File: config.mk
export PLATFORM = sky130hd
export DESIGN_NAME = wcc_update
export DESIGN_NICKNAME = d
export VERILOG_FILES = /design/src/rtl/core/wcc_pkg.sv /design/src/rtl/core/wcc_update.sv
export SDC_FILE = /design/constraint.sdc
export NUM_CORES = 1
export LEC_CHECK = 0
export BUFFER_PORTS_ARGS = -buffer_cell sky130_fd_sc_hd__buf_2
export CORE_MARGIN = 1
export CORE_UTILIZATION = 56
export DETAILED_ROUTE_END_ITERATION = 16
export PLACE_DENSITY = 0.86
export SETUP_SLACK_MARGIN = 0.2
export SLEW_MARGIN = 15
export SYNTH_ARGS = -nofsm -noshare
export SYNTH_HDL_FRONTEND = slang
export SYNTH_SLANG_ARGS = --single-unit
File: constraint.sdc
create_clock -name vclk -period 6.3
set_input_delay 1.26 -clock vclk [all_inputs]
set_output_delay 1.26 -clock vclk [all_outputs]
set_load 0.005 [all_outputs]
File: src/rtl/core/wcc_pkg.sv
// Shared types, codes and constants of the weighted coverage counter.
`default_nettype none
package wcc_pkg;

   localparam int OP_BITS     = 3;
   localparam int INDEX_BITS  = 12;
   localparam int WEIGHT_BITS = 32;
   localparam int ACC_BITS    = 48;

   localparam int DEF_NUM_NEIGHBORS = 4096;
   localparam int DEF_COUNT_BITS    = 16;

   // Q16.16 value of 1.0, the weight every neighbor starts with.
   localparam logic [WEIGHT_BITS-1:0] WEIGHT_ONE = 32'h0001_0000;
   localparam logic [ACC_BITS-1:0]    ACC_MAX    = {ACC_BITS{1'b1}};

   typedef enum logic [OP_BITS-1:0] {
      OP_WRITE_WEIGHT = 3'd0,
      OP_GAIN_ADD     = 3'd1,
      OP_GAIN_REMOVE  = 3'd2,
      OP_ADD          = 3'd3,
      OP_REMOVE       = 3'd4,
      OP_CLEAR        = 3'd5
   } op_type;

   typedef enum logic [1:0] {
      ST_SWEEP,
      ST_IDLE,
      ST_EXEC
   } state_type;

   typedef struct packed {
      logic count_we;
      logic has_result;
   } update_ctl_type;

endpackage
`default_nettype wire

File: src/rtl/core/wcc_update.sv
// Read-modify-write arithmetic: count update and saturating gain and total sums.
`default_nettype none
module wcc_update #(
   parameter int COUNT_BITS = wcc_pkg::DEF_COUNT_BITS
) (
   input  wire wcc_pkg::op_type                    op,
   input  wire logic                               index_ok,
   input  wire logic                               last,
   input  wire logic [COUNT_BITS-1:0]              count,
   input  wire logic [wcc_pkg::WEIGHT_BITS-1:0]    weight,
   input  wire logic [wcc_pkg::ACC_BITS-1:0]       gain,
   input  wire logic [wcc_pkg::ACC_BITS-1:0]       total,
   output logic      [COUNT_BITS-1:0]              count_next,
   output logic      [wcc_pkg::ACC_BITS-1:0]       gain_next,
   output logic      [wcc_pkg::ACC_BITS-1:0]       total_next,
   output wcc_pkg::update_ctl_type                 ctl
);

   localparam int AB = wcc_pkg::ACC_BITS;

   logic          count_zero;
   logic          count_one;
   logic          count_top;
   logic [AB-1:0] weight_wide;
   logic [AB:0]   gain_sum;
   logic [AB:0]   total_sum;
   logic [AB-1:0] gain_sat;
   logic [AB-1:0] total_sat;
   logic [AB-1:0] total_less;

   assign count_zero  = (count == '0);
   assign count_one   = (count == COUNT_BITS'(1));
   assign count_top   = &count;
   assign weight_wide = {{(AB - wcc_pkg::WEIGHT_BITS){1'b0}}, weight};
   assign gain_sum    = {1'b0, gain} + {1'b0, weight_wide};
   assign total_sum   = {1'b0, total} + {1'b0, weight_wide};
   assign gain_sat    = gain_sum[AB] ? wcc_pkg::ACC_MAX : gain_sum[AB-1:0];
   assign total_sat   = total_sum[AB] ? wcc_pkg::ACC_MAX : total_sum[AB-1:0];
   assign total_less  = (total > weight_wide) ? (total - weight_wide) : '0;

   always_comb begin
      count_next     = count;
      gain_next      = gain;
      total_next     = total;
      ctl.count_we   = 1'b0;
      ctl.has_result = 1'b0;
      unique case (op)
         wcc_pkg::OP_GAIN_ADD: begin
            ctl.has_result = last;
            if (index_ok && count_zero) begin
               gain_next = gain_sat;
            end
         end
         wcc_pkg::OP_GAIN_REMOVE: begin
            ctl.has_result = last;
            if (index_ok && count_one) begin
               gain_next = gain_sat;
            end
         end
         wcc_pkg::OP_ADD: begin
            ctl.has_result = last;
            if (index_ok) begin
               if (count_zero) begin
                  gain_next  = gain_sat;
                  total_next = total_sat;
               end
               if (!count_top) begin
                  count_next   = count + COUNT_BITS'(1);
                  ctl.count_we = 1'b1;
               end
            end
         end
         wcc_pkg::OP_REMOVE: begin
            ctl.has_result = last;
            if (index_ok) begin
               if (count_one) begin
                  gain_next  = gain_sat;
                  total_next = total_less;
               end
               if (!count_zero) begin
                  count_next   = count - COUNT_BITS'(1);
                  ctl.count_we = 1'b1;
               end
            end
         end
         default: begin
            // Weight writes, clear and unused codes leave counts and sums alone here.
         end
      endcase
   end

endmodule
`default_nettype wire

==> reports/qor.yml <==
status: "finished, final reports clean"
min_period_over_period_pct: 95.8
dr.pass1.iters: 8
synthDistinctLibCells: 90
grt_overflow: 0
regArea_um2: 0
final.setup.worst_slack_ns: 0.265
clkbuf_count: 0
yosysWarningCount: 0
arrival_ns: 4.78
dpl_worst_slack_ns: 0.139
min_path_type: "input pin to output pin"
slew_headroom_pct: 40.1
gp_congestion: 1.05
grt_usage_pct: 44.8
grt_max_degree: 40
vias: 13800
crit_type: "input pin to output pin"
dieHeight_um: 132
portBuffers: 263
io_pins: 263
seqPwrFrac_pct: 0
critical_path_required_ns: 5.04
avgRoutedWirePerCell_um: 20.7
area_growth_pct: 20.1
slew_viol_final: 0
powerDensity_mw_per_mm2: 82.7
irDropWorstVdd_uv: 54.7
final_hold_viol_count: 0
cp_max_fo: 12
syn_area_mm2: 0.00953
met1_usage_pct: 59.9
nFillCells: 1539
grt_pass1_vias: 12300
grt_util_met3_pct: 7.28
dp_hpwl_mm: 33.7
initial_utilization_pct: 57.4
ant_nets: 0
std_cell_rows: 47
start_kind: "input pin"
layout-drive-gt1-share_pct: 21.8
multi_input_area_mm2: 0.00890
ys_seq_area_share_pct: 0
crit_chain: "buf_2 -> buf_4 -> ha_1 -> fa_1 -> nor2b_1 -> o211ai_1 -> a31oi_1 -> o21ai_1 -> a21oi_1 -> a21o_2 -> and3_1 -> buf_4 -> a221oi_2 -> o31ai_1 -> a31o_1 -> buf_2"
grt_setup_unrepaired: "true"
switching_power_w: 0.000570
fmax_ghz: 0.166
worst_setup_path_end_kind: "output pin"
ctsHoldBuffers: 0
syn-num-nets: 1790
fin_nets: 2046
die_area_mm2: 0.0175
busiest_layer: "met2"
routed_via_density: 6.87
pwr-share-comb_pct: 100.0
core_mm2: 0.0166
seq_cells: 0
setup_violations: 0
worst_pin_slew_ns: 0.896
p_sw_share_pct: 60.3
grt_pass1_wl_mm: 64.4
p_int_w: 0.000376
max_stage_delay_ns: 0.42
p_leak_nw: 5.11
grtUsageMet2_pct: 72.1
drt_iter0_drc: 1649
drt-total-wl_mm: 41.6
tns_ns: 0
synthCells: 1539
postSynthAreaPerCell_um2: 6.19
antenna_found_initial: 0
die_w_um: 132
pwr-share-clk_pct: 0
cap_violations: 0
drc: 0
crit_slowest_cell: "fa_1"
antenna_cells: 0
period_minus_slack_ns: 6.04
[Yosys cell counts, drive strengths merged (5+ instances only)]
| library cell | number | area, µm² |
|---|---|---|
| mux2i | 13 | 130 |
| nor4 | 31 | 213 |
| nor2 | 185 | 694 |
| and3 | 19 | 119 |
| o21ai | 103 | 515 |
| ha | 99 | 1240 |
| nand2 | 144 | 551 |
| o31ai | 18 | 149 |
| inv | 72 | 270 |
| a211o | 7 | 61.3 |
| a21boi | 9 | 67.6 |
| o21bai | 17 | 128 |
| clkbuf | 65 | 245 |
| o21a | 14 | 105 |
| a221o | 22 | 220 |
| nor3 | 49 | 260 |
| a21o | 31 | 233 |
| and4 | 7 | 61.3 |
| nand4 | 37 | 231 |
| nand2b | 11 | 68.8 |
| o211ai | 13 | 97.6 |
| buf | 29 | 148 |
| or3 | 26 | 163 |
| a221oi | 7 | 73.8 |
| and2 | 9 | 56.3 |
| o22ai | 14 | 93.8 |
| xor2 | 22 | 193 |
| o221ai | 16 | 158 |
| or4 | 8 | 60.1 |
| nor2b | 24 | 150 |
| a22oi | 11 | 82.6 |
| a21oi | 169 | 865 |
| a311oi | 8 | 87.6 |
| xnor2 | 44 | 385 |
| or2 | 7 | 43.8 |
| a31oi | 35 | 219 |
| nand3 | 55 | 275 |
| a211oi | 17 | 128 |
| o31a | 5 | 43.8 |
[stage by stage]
step | utilization [%] | std cells | hold slack, ns | instance area (µm²) | total power [W]
floorplan | - | 1539 | 2.57 | 9530 | 0.000574
global placement | 68.7 | 2010 | 2.83 | 11400 | 0.000891
detailed placement | 68.7 | 2010 | 2.83 | 11400 | 0.000902
CTS | 68.7 | 2010 | 2.83 | 11400 | 0.000907
global route | 69.0 | 2013 | 2.85 | 11400 | 0.00102
finish | 69.0 | 2013 | 2.83 | 11400 | 0.000946
[cell type report]
type,count,share of cell area (%)
Inverter,74,2.43
Timing Repair Buffer,348,17.4
Multi-Input combinational cell,1371,77.8
Tap cell,220,2.41
[what timing repair did]
item / 4_1_cts / 5_1_grt
resized for setup: 1 / 9
pin swaps: 0 / 5
endpoints found under the setup margin: 2 / 45
setup buffers: 0 / 3
[metal layers]
layer  up-vias  routed length (µm)  part of all wire [%]
met3       165                5190                    12
met4         0                1650                   4.0
li1       6299                   -                     -
met5         -                   0                     0
met1      6315               16500                    40
met2      1053               18300                    44
[layout by cell type (no fill, tap or decap), drive strengths merged, types with 44 or more instances in the layout]
cell   count
a21oi    169
buf      348
ha        99
inv       72
nand2    144
nand3     55
nor2     185
nor3      49
o21ai    103
xnor2     44
[power by group through the flow]
stage | registers (W) | logic [W] | clock network, W
3_3_place_gp | 0 | 0.000891 | 0
6_report | 0 | 0.000946 | 0
2_1_floorplan | 0 | 0.000574 | 0
5_1_grt | 0 | 0.00102 | 0
4_1_cts | 0 | 0.000907 | 0
3_5_place_dp | 0 | 0.000902 | 0
[cells by family (layout without fill, tap and decap cells)]
kind of cell / after synthesis / after routing / synth area share, %
xor gates and xnor gates: 66 / 66 / 6.07
AOI/OAI and AO/OA: 562 / 562 / 39.5
and+or+nand+nor: 627 / 627 / 32.3
buffers and inverters: 168 / 422 / 7.04
muxes: 14 / 14 / 1.48
adders and majority gates: 102 / 102 / 13.6
[worst paths after layout]
path | from | depth (start not counted) | slack [ns] | to
worst max-delay path | weight[0] | 16 | 0.26 | total_next[30]
worst min-delay path | count[7] | 3 | 2.83 | count_next[7]
[worst max-delay path: cells and delay by family]
| kind | cells | cell delay [ns] |
|---|---|---|
| simple gates | 2 | 0.42 |
| fa+ha+maj | 2 | 0.64 |
| buf+inv | 4 | 0.57 |
| compound gates | 8 | 1.86 |
Power figures use the tool's default switching activity.
